<file path="config.mk">
export PLATFORM = sky130hd
export DESIGN_NAME = i2c_target_register_bank_flat
export DESIGN_NICKNAME = d
export VERILOG_FILES = /design/src/hdl/i2crb_pkg.sv /design/src/hdl/i2crb_if.sv /design/src/hdl/i2c_target_register_bank.sv /design/src/hdl/i2crb_mem.sv /design/src/hdl/i2crb_apb.sv /design/src/flat_wrapper.sv
export SDC_FILE = /design/constraint.sdc
export NUM_CORES = 1
export LEC_CHECK = 0
export ABC_AREA = 0
export BUFFER_PORTS_ARGS = -buffer_cell sky130_fd_sc_hd__clkbuf_2
export CORE_MARGIN = 2
export CORE_UTILIZATION = 30
export CTS_BUF_LIST = sky130_fd_sc_hd__clkbuf_16
export DETAILED_ROUTE_END_ITERATION = 8
export PLACE_DENSITY = 0.55
export SLEW_MARGIN = 20
export SYNTH_ARGS = -nofsm -noshare
export SYNTH_HDL_FRONTEND = slang
export SYNTH_HIERARCHICAL = 1
export SYNTH_SLANG_ARGS = --single-unit
</file>
<file path="constraint.sdc">
create_clock -name i_clk -period 3.6 [get_ports i_clk]
set_clock_uncertainty 0.2 [all_clocks]
set_input_delay 0.18 -clock i_clk [delete_from_list [all_inputs] [get_ports i_clk]]
set_output_delay 0.18 -clock i_clk [all_outputs]
set_load 0.1 [all_outputs]
</file>
<file path="src/hdl/i2crb_pkg.sv">
// ----------------------------------------------------------------------------
// i2crb_pkg
// Shared types and constants for the I2C target register bank.
// ----------------------------------------------------------------------------
package i2crb_pkg;

    localparam int unsigned NUM_REGS_DEF = 16;
    localparam int unsigned PTR_W        = 8;
    localparam int unsigned DATA_W       = 8;
    localparam int unsigned CFG_W        = 16;
    localparam int unsigned APB_AW       = 3;
    localparam int unsigned APB_DW       = 32;

    localparam logic [CFG_W-1:0]  TEMP_RESET = 16'd255;
    localparam logic [CFG_W-1:0]  HUM_RESET  = 16'd600;
    localparam logic [DATA_W-1:0] ERR_BYTE   = 8'hFF;

    localparam logic CMD_WRITE = 1'b0;
    localparam logic CMD_READ  = 1'b1;

    localparam logic REG_TEMP = 1'b0;
    localparam logic REG_HUM  = 1'b1;

    typedef enum logic {
        ST_IDLE,
        ST_BURST
    } t_state;

    typedef struct packed {
        logic [CFG_W-1:0] temp;
        logic [CFG_W-1:0] hum;
    } t_cfg;

endpackage

</file>
<file path="src/hdl/i2crb_if.sv">
// ----------------------------------------------------------------------------
// i2crb_if
// Request and response channels of the I2C target register bank.
// ----------------------------------------------------------------------------
interface i2crb_req_if;
    logic       valid;
    logic       ready;
    logic       cmd;
    logic       first_byte;
    logic [7:0] data_in;

    modport source (output valid, cmd, first_byte, data_in, input ready);
    modport sink   (input valid, cmd, first_byte, data_in, output ready);
endinterface

interface i2crb_rsp_if;
    logic       valid;
    logic       ready;
    logic [7:0] read_data;
    logic       last;
    logic       pointer_error;

    modport source (output valid, read_data, last, pointer_error, input ready);
    modport sink   (input valid, read_data, last, pointer_error, output ready);
endinterface

</file>
<file path="src/hdl/i2c_target_register_bank.sv">
// ----------------------------------------------------------------------------
// i2c_target_register_bank
// I2C target register bank with auto-incrementing register pointer.
//
// i_req carries one transaction per received byte (cmd = write) or per master
// read request (cmd = read). For a write, a first byte loads the pointer, later
// bytes are stored at the pointer, which then advances; bytes past the end of
// the bank are dropped. A read request sends registers from the pointer to the
// end on o_rsp, one byte per cycle while o_rsp is ready, last set on the final
// byte; registers 0 to 3 return the temperature and humidity values big-endian.
// An out-of-range pointer yields a single 0xFF with pointer_error and last.
// An accepted read loads the address register; each byte then passes the
// stage-1 register and the memory read into the response register. The request
// side is not ready while a burst is being issued. Writes may be accepted while
// earlier bytes drain. When o_rsp stalls, the response register and the one
// in-flight memory read hold and the burst pauses. Reset clears the pointer,
// marks every bank entry as zero and loads the configuration defaults
// (temperature 255, humidity 600); no clearing pass is needed.
// ----------------------------------------------------------------------------
module i2c_target_register_bank #(
    parameter int unsigned NUM_REGS = i2crb_pkg::NUM_REGS_DEF
) (
    input  logic                         i_clk,
    input  logic                         i_rst_n,
    i2crb_req_if.sink                    i_req,
    i2crb_rsp_if.source                  o_rsp,
    input  logic                         psel,
    input  logic                         penable,
    input  logic                         pwrite,
    input  logic [i2crb_pkg::APB_AW-1:0] paddr,
    input  logic [i2crb_pkg::APB_DW-1:0] pwdata,
    output logic [i2crb_pkg::APB_DW-1:0] prdata,
    output logic                         pready
);
    import i2crb_pkg::*;

    localparam int unsigned       AW     = (NUM_REGS > 1) ? $clog2(NUM_REGS) : 1;
    localparam logic [PTR_W:0]    NREGS  = (PTR_W+1)'(NUM_REGS);
    localparam logic [AW-1:0]     LAST_A = AW'(NUM_REGS - 1);
    localparam logic [PTR_W:0]    CFG_N  = (PTR_W+1)'(4);

    t_cfg              w_cfg;
    t_state            r_state;
    t_state            n_state;
    logic [PTR_W-1:0]  r_ptr;
    logic [AW-1:0]     r_addr;
    logic              r_err;
    logic              r_s1_pend;
    logic [AW-1:0]     r_s1_addr;
    logic              r_s1_last;
    logic              r_s1_err;
    logic              r_out_valid;
    logic [DATA_W-1:0] r_out_data;
    logic              r_out_last;
    logic              r_out_err;

    logic              w_acc;
    logic              w_in_range;
    logic              w_we;
    logic              w_issue;
    logic              w_s1_move;
    logic              w_last_a;
    logic [DATA_W-1:0] w_rdata;
    logic [DATA_W-1:0] w_cfg_byte;
    logic [DATA_W-1:0] w_s1_data;

    i2crb_apb u_apb (
        .i_clk   (i_clk),
        .i_rst_n (i_rst_n),
        .psel    (psel),
        .penable (penable),
        .pwrite  (pwrite),
        .paddr   (paddr),
        .pwdata  (pwdata),
        .prdata  (prdata),
        .pready  (pready),
        .o_cfg   (w_cfg)
    );

    i2crb_mem #(
        .DEPTH (NUM_REGS),
        .AW    (AW)
    ) u_mem (
        .i_clk   (i_clk),
        .i_rst_n (i_rst_n),
        .i_we    (w_we),
        .i_waddr (r_ptr[AW-1:0]),
        .i_wdata (i_req.data_in),
        .i_re    (w_issue && !r_err),
        .i_raddr (r_addr),
        .o_rdata (w_rdata)
    );

    assign w_acc      = i_req.valid && i_req.ready;
    assign w_in_range = (PTR_W+1)'(r_ptr) < NREGS;
    assign w_we       = w_acc && (i_req.cmd == CMD_WRITE) && !i_req.first_byte
                        && w_in_range;
    assign w_s1_move  = r_s1_pend && (!r_out_valid || o_rsp.ready);
    assign w_last_a   = (r_addr == LAST_A);

    always_comb begin
        n_state = r_state;
        unique case (r_state)
            ST_IDLE: begin
                if (w_acc && (i_req.cmd == CMD_READ)) begin
                    n_state = ST_BURST;
                end
            end
            ST_BURST: begin
                if (w_issue && (r_err || w_last_a)) begin
                    n_state = ST_IDLE;
                end
            end
            default: n_state = ST_IDLE;
        endcase
    end

    always_comb begin
        i_req.ready = 1'b0;
        w_issue     = 1'b0;
        unique case (r_state)
            ST_IDLE:  i_req.ready = 1'b1;
            ST_BURST: w_issue = !r_s1_pend || w_s1_move;
            default:  ;
        endcase
    end

    always_comb begin
        unique case (r_s1_addr[1:0])
            2'd0:    w_cfg_byte = w_cfg.temp[15:8];
            2'd1:    w_cfg_byte = w_cfg.temp[7:0];
            2'd2:    w_cfg_byte = w_cfg.hum[15:8];
            default: w_cfg_byte = w_cfg.hum[7:0];
        endcase
    end

    always_comb begin
        priority if (r_s1_err) begin
            w_s1_data = ERR_BYTE;
        end else if ((PTR_W+1)'(r_s1_addr) < CFG_N) begin
            w_s1_data = w_cfg_byte;
        end else begin
            w_s1_data = w_rdata;
        end
    end

    always_ff @(posedge i_clk) begin
        if (!i_rst_n) begin
            r_state     <= ST_IDLE;
            r_ptr       <= '0;
            r_s1_pend   <= 1'b0;
            r_out_valid <= 1'b0;
        end else begin
            r_state <= n_state;
            if (w_acc && (i_req.cmd == CMD_WRITE)) begin
                if (i_req.first_byte) begin
                    r_ptr <= i_req.data_in;
                end else if (w_in_range) begin
                    r_ptr <= r_ptr + 1'b1;
                end
            end
            if (w_issue) begin
                r_s1_pend <= 1'b1;
            end else if (w_s1_move) begin
                r_s1_pend <= 1'b0;
            end
            if (w_s1_move) begin
                r_out_valid <= 1'b1;
            end else if (o_rsp.ready) begin
                r_out_valid <= 1'b0;
            end
        end
    end

    always_ff @(posedge i_clk) begin
        if (w_acc && (i_req.cmd == CMD_READ)) begin
            r_addr <= r_ptr[AW-1:0];
            r_err  <= !w_in_range;
        end else if (w_issue) begin
            r_addr <= r_addr + 1'b1;
        end
        if (w_issue) begin
            r_s1_addr <= r_addr;
            r_s1_last <= r_err || w_last_a;
            r_s1_err  <= r_err;
        end
        if (w_s1_move) begin
            r_out_data <= w_s1_data;
            r_out_last <= r_s1_last;
            r_out_err  <= r_s1_err;
        end
    end

    assign o_rsp.valid         = r_out_valid;
    assign o_rsp.read_data     = r_out_data;
    assign o_rsp.last          = r_out_last;
    assign o_rsp.pointer_error = r_out_err;

endmodule

</file>
<file path="src/hdl/i2crb_mem.sv">
// ----------------------------------------------------------------------------
// i2crb_mem
// Register bank storage: one write port, one registered read port.
// Entries never written read as zero.
// ----------------------------------------------------------------------------
module i2crb_mem #(
    parameter int unsigned DEPTH = i2crb_pkg::NUM_REGS_DEF,
    parameter int unsigned AW    = (DEPTH > 1) ? $clog2(DEPTH) : 1
) (
    input  logic                        i_clk,
    input  logic                        i_rst_n,
    input  logic                        i_we,
    input  logic [AW-1:0]               i_waddr,
    input  logic [i2crb_pkg::DATA_W-1:0] i_wdata,
    input  logic                        i_re,
    input  logic [AW-1:0]               i_raddr,
    output logic [i2crb_pkg::DATA_W-1:0] o_rdata
);
    import i2crb_pkg::*;

    logic [DATA_W-1:0] r_mem [DEPTH];
    logic [DEPTH-1:0]  r_vld;
    logic [DATA_W-1:0] r_rdata;
    logic              r_rd_vld;

    always_ff @(posedge i_clk) begin
        if (i_we) begin
            r_mem[i_waddr] <= i_wdata;
        end
        if (i_re) begin
            r_rdata <= r_mem[i_raddr];
        end
    end

    always_ff @(posedge i_clk) begin
        if (!i_rst_n) begin
            r_vld    <= '0;
            r_rd_vld <= 1'b0;
        end else begin
            if (i_we) begin
                r_vld[i_waddr] <= 1'b1;
            end
            if (i_re) begin
                r_rd_vld <= r_vld[i_raddr];
            end
        end
    end

    assign o_rdata = r_rd_vld ? r_rdata : '0;

endmodule

</file>
<file path="src/hdl/i2crb_apb.sv">
// ----------------------------------------------------------------------------
// i2crb_apb
// APB configuration registers: temperature and humidity values.
// ----------------------------------------------------------------------------
module i2crb_apb (
    input  logic                         i_clk,
    input  logic                         i_rst_n,
    input  logic                         psel,
    input  logic                         penable,
    input  logic                         pwrite,
    input  logic [i2crb_pkg::APB_AW-1:0] paddr,
    input  logic [i2crb_pkg::APB_DW-1:0] pwdata,
    output logic [i2crb_pkg::APB_DW-1:0] prdata,
    output logic                         pready,
    output i2crb_pkg::t_cfg              o_cfg
);
    import i2crb_pkg::*;

    logic             w_wr;
    logic             w_idx;
    logic [CFG_W-1:0] r_temp;
    logic [CFG_W-1:0] r_hum;

    assign pready = 1'b1;
    assign w_idx  = paddr[2];
    assign w_wr   = psel && penable && pwrite;

    always_ff @(posedge i_clk) begin
        if (!i_rst_n) begin
            r_temp <= TEMP_RESET;
            r_hum  <= HUM_RESET;
        end else if (w_wr) begin
            unique case (w_idx)
                REG_TEMP: r_temp <= pwdata[CFG_W-1:0];
                REG_HUM:  r_hum  <= pwdata[CFG_W-1:0];
                default:  ;
            endcase
        end
    end

    always_comb begin
        unique case (w_idx)
            REG_TEMP: prdata = {{(APB_DW-CFG_W){1'b0}}, r_temp};
            REG_HUM:  prdata = {{(APB_DW-CFG_W){1'b0}}, r_hum};
            default:  prdata = '0;
        endcase
    end

    assign o_cfg.temp = r_temp;
    assign o_cfg.hum  = r_hum;

endmodule

</file>
<file path="src/flat_wrapper.sv">
// flat-port wrapper written by rule: the top's interface ports become plain ports
module i2c_target_register_bank_flat import i2crb_pkg::*;
#(
    parameter int unsigned NUM_REGS = i2crb_pkg::NUM_REGS_DEF
)
  (i_clk, i_rst_n, psel, penable, pwrite, paddr, pwdata, prdata, pready, i_req_valid, i_req_cmd, i_req_first_byte, i_req_data_in, i_req_ready, o_rsp_valid, o_rsp_read_data, o_rsp_last, o_rsp_pointer_error, o_rsp_ready);
  i2crb_req_if i_req_i ();
  i2crb_rsp_if o_rsp_i ();
  input  logic i_clk;
  input  logic i_rst_n;
  input  logic psel;
  input  logic penable;
  input  logic pwrite;
  input  logic [i2crb_pkg::APB_AW-1:0] paddr;
  input  logic [i2crb_pkg::APB_DW-1:0] pwdata;
  output logic [i2crb_pkg::APB_DW-1:0] prdata;
  output logic pready;
  input wire logic [$bits(i_req_i.valid)-1:0] i_req_valid;
  input wire logic [$bits(i_req_i.cmd)-1:0] i_req_cmd;
  input wire logic [$bits(i_req_i.first_byte)-1:0] i_req_first_byte;
  input wire logic [$bits(i_req_i.data_in)-1:0] i_req_data_in;
  output wire logic [$bits(i_req_i.ready)-1:0] i_req_ready;
  output wire logic [$bits(o_rsp_i.valid)-1:0] o_rsp_valid;
  output wire logic [$bits(o_rsp_i.read_data)-1:0] o_rsp_read_data;
  output wire logic [$bits(o_rsp_i.last)-1:0] o_rsp_last;
  output wire logic [$bits(o_rsp_i.pointer_error)-1:0] o_rsp_pointer_error;
  input wire logic [$bits(o_rsp_i.ready)-1:0] o_rsp_ready;
  assign i_req_i.valid = i_req_valid;
  assign i_req_i.cmd = i_req_cmd;
  assign i_req_i.first_byte = i_req_first_byte;
  assign i_req_i.data_in = i_req_data_in;
  assign i_req_ready = i_req_i.ready;
  assign o_rsp_valid = o_rsp_i.valid;
  assign o_rsp_read_data = o_rsp_i.read_data;
  assign o_rsp_last = o_rsp_i.last;
  assign o_rsp_pointer_error = o_rsp_i.pointer_error;
  assign o_rsp_i.ready = o_rsp_ready;
  i2c_target_register_bank #(.NUM_REGS(NUM_REGS)) u_core (.i_clk(i_clk), .i_rst_n(i_rst_n), .i_req(i_req_i), .o_rsp(o_rsp_i), .psel(psel), .penable(penable), .pwrite(pwrite), .paddr(paddr), .pwdata(pwdata), .prdata(prdata), .pready(pready));
endmodule
</file>
==> results.py <==
metrics = {
    "status": {
        "outcome": "complete, no violations",
    },
    "clock_network": {
        "clk_latency_ns": 0.52,
        "cts-htree-levels": 1,
        "post_cts.repair.setup_buffers": 0,
        "cts_resized": 0,
        "clock_path_buffers": 3,
        "clock_sinks": 217,
        "cts_buffers": 24,
        "path_clk_slew_ns": 0.06,
        "cts-root-buf": "clkbuf_16",
        "cts_tree": "yes",
    },
    "sta": {
        "fmax_mhz": 359,
        "fin_crit_ns": 2.79,
        "setup_viol": 0,
        "finalCritPeriodShare": 0.775,
        "rsz0062_at_grt": "false",
        "setup_tns_ns": 0,
        "slew_violations": 0,
        "relSlewSlack": 0.482,
        "worst_pin_slew_ns": 0.777,
        "hold_viol_final": 0,
    },
    "placement": {
        "routabilityCongestion": 0.745,
        "dp_hpwl_mm": 12.7,
        "portBuffers": 61,
        "place_area_um2": 9980,
    },
    "logic_synthesis": {
        "syn_inst": 572,
        "synth.cell_area_um2": 9270,
        "netlist.area_leader.share": 0.508,
        "synth.area.top_cells": "edfxtp_1 (51%), dfxtp_1 (13%), mux4_1 (7.9%)",
        "yosys-top-cells-count": "edfxtp_1 (157), dfxtp_1 (60), nand2_1 (45), mux2i_1 (39), nor2b_1 (31)",
        "synthArstFlopShare": 0,
        "synth_cell_types": 49,
        "syn_area_per_cell_um2": 16.2,
        "synth-edff-count": 157,
        "ys_warn_count": 6,
        "ys.flop_type": "edfxtp_1",
        "synth_most_common_cell": "edfxtp_1",
        "seq_area_frac_synth": 0.638,
        "yosys.area.top_type": "edfxtp_1",
        "synth_seq_cells": 217,
    },
    "power_and_ir_drop": {
        "p_per_area_nw_per_um2": 510,
        "vdd.ir_drop.worst_mv": 0.331,
        "p_leak_nw": 3.99,
    },
    "drt": {
        "vias": 5116,
        "ant_nets": 0,
        "drt_iter0_markers": 348,
        "drtPass1Iterations": 4,
        "drc": 0,
        "vias_per_cell": 4.67,
        "wl_per_cell_um": 18.1,
        "wl_mm": 19.9,
    },
    "layout": {
        "stdcell_area_um2": 11100,
        "fillers": 2897,
        "seqCellArea_um2": 5920,
        "multi_input_area_um2": 3050,
        "drive_above_1_share": 0.244,
        "diodes": 0,
        "fin_nets": 737,
        "synthToLayoutAreaGrowth_pct": 19.3,
    },
    "global_route": {
        "grt_pass1_vias": 5011,
        "grt_max_degree": 57,
        "antenna_found_initial": 0,
        "grt_pass1_wl_mm": 30.7,
        "grt.total_usage": 0.122,
        "overflow": 0,
    },
    "setup_path": {
        "critPathRequiredTime_ns": 3.60,
        "end_kind": "register",
        "r2r_setup_slack_ns": 0.81,
        "path_class": "register to register",
        "rr_worst_depth": 5,
        "start_kind": "register",
        "rr_startpoint": "u_core/r_ptr[4]",
        "critPathMaxFanout": 9,
        "crit-reg2reg-capture": "u_core/u_mem/r_mem[0][4]",
        "critPathArrivalTime_ns": 2.79,
    },
    "min_path": {
        "worstHoldPathType": "input port to register",
        "min_from": "i_req_data_in[4]",
        "min_to": "u_core/u_mem/r_mem[6][4]",
        "hold_depth": 1,
    },
    "floorplanning": {
        "fp-row-count": 64,
        "initial_core_util": 0.304,
        "die_area_um2": 32300,
        "core_um2": 30500,
        "die_h_um": 180,
        "ios": 97,
        "die_x_um": 180,
    },
    "run": {
        "maxCapViolCount": 0,
    },
}
[flip-flops by register name, summed over array words and instances (netlist names)]
register                    flops
u_core/u_mem/r_vld             16
u_core/r_s1_addr                4
u_core/o_rsp.read_data          8
u_core/o_rsp.valid              1
u_core/r_addr                   4
u_core/r_s1_err                 1
u_core/r_s1_last                1
u_core/o_rsp.last               1
u_core/r_ptr                    8
u_core/r_err                    1
u_core/u_mem/r_rd_vld           1
u_core/u_apb/r_temp            16
u_core/u_mem/r_rdata            8
u_core/o_rsp.pointer_error      1
u_core/u_mem/r_mem            128
u_core/r_s1_pend                1
u_core/r_state                  1
u_core/u_apb/r_hum             16
[power by group]
| part | internal, mW | total [mW] | switching (mW) | leakage [nW] |
|---|---|---|---|---|
| Sequential | 2.72 | 2.76 | 0.0390 | 1.90 |
| Clock | 1.36 | 2.32 | 0.965 | 0.395 |
| Combinational | 0.200 | 0.564 | 0.364 | 1.69 |
| Total | 4.28 | 5.65 | 1.37 | 3.99 |
[metal layers]
layer  track usage  wire length [um]
met1         0.175              9420
met2         0.197              9210
met3        0.0192               928
met4        0.0257               332
met5             0                 0
[placed cells by master, fill, tap and decap left out, types with 24 or more instances in the layout]
master and n:
clkbuf_16 24, clkbuf_2 61, dfxtp_1 60, dlygate4sd3_1 33, edfxtp_1 157, mux2i_1 39
mux4_1 28, nand2_1 45, nor2_1 24, nor2b_1 31
[final cells by class]
| class | instances | share of cell area |
|---|---|---|
| clock buffer | 24 | 0.0543 |
| sequential | 217 | 0.535 |
| tap | 396 | 0.0448 |
| multi-input combinational | 315 | 0.276 |
| timing repair buffer | 117 | 0.0742 |
| clock inverter | 19 | 0.0136 |
| inverter | 8 | 0.00271 |
[per-stage QoR]
stage / utilization / power (mW) / hold WS [ns] / setup WS [ns] / instances
after global placement: 0.327 / 3.35 / 0.204 / 0.917 / 1020
after global routing: 0.363 / 5.85 / 0.0353 / 0.769 / 1096
after floorplan: - / 3.23 / 0.0789 / 0.602 / 587
after detailed placement: 0.327 / 3.36 / 0.227 / 0.892 / 1020
final: 0.363 / 5.65 / 0.00351 / 0.811 / 1096
after CTS: 0.362 / 5.72 / 0.0234 / 0.859 / 1096
[how the worst max path moves through the flow]
stage	from	end	slack [ns]
6_report	u_core/r_ptr[4]	u_core/u_mem/r_mem[0][4]	0.81
5_1_grt	u_core/r_ptr[4]	u_core/u_mem/r_mem[3][4]	0.77
4_1_cts	u_core/r_ptr[4]	u_core/u_mem/r_mem[0][4]	0.86
3_5_place_dp	u_core/r_ptr[7]	u_core/u_mem/r_mem[0][4]	0.89
3_3_place_gp	u_core/r_ptr[7]	u_core/u_mem/r_mem[0][3]	0.92
2_1_floorplan	u_core/r_ptr[7]	u_core/u_mem/r_mem[0][0]	0.60
[critical path, cell delays in order, from the launching register on]
cell	delay, ns
dfxtp_1	0.32
or4_4	0.58
nor3_1	0.44
or3b_2	0.54
nor3_1	0.15
buf_4	0.22
[cell families (layout without fill, tap and decap cells)]
logic type,Yosys count,count (layout),synth area share
xor+xnor,2,2,0.00189
compound gates,54,54,0.0453
mux,106,106,0.196
other cells,2,17,0.000810
buf+inv,55,168,0.0395
fa+ha+maj,2,2,0.00270
simple gates,134,134,0.0762
flops,217,217,0.638
[what timing repair did]
| item | 4_1_cts | 5_1_grt |
|---|---|---|
| setup endpoints to repair | 0 | 0 |
| hold endpoints to repair | 150 | 0 |
| hold buffers | 33 | 0 |
Power figures use the tool's default switching activity.
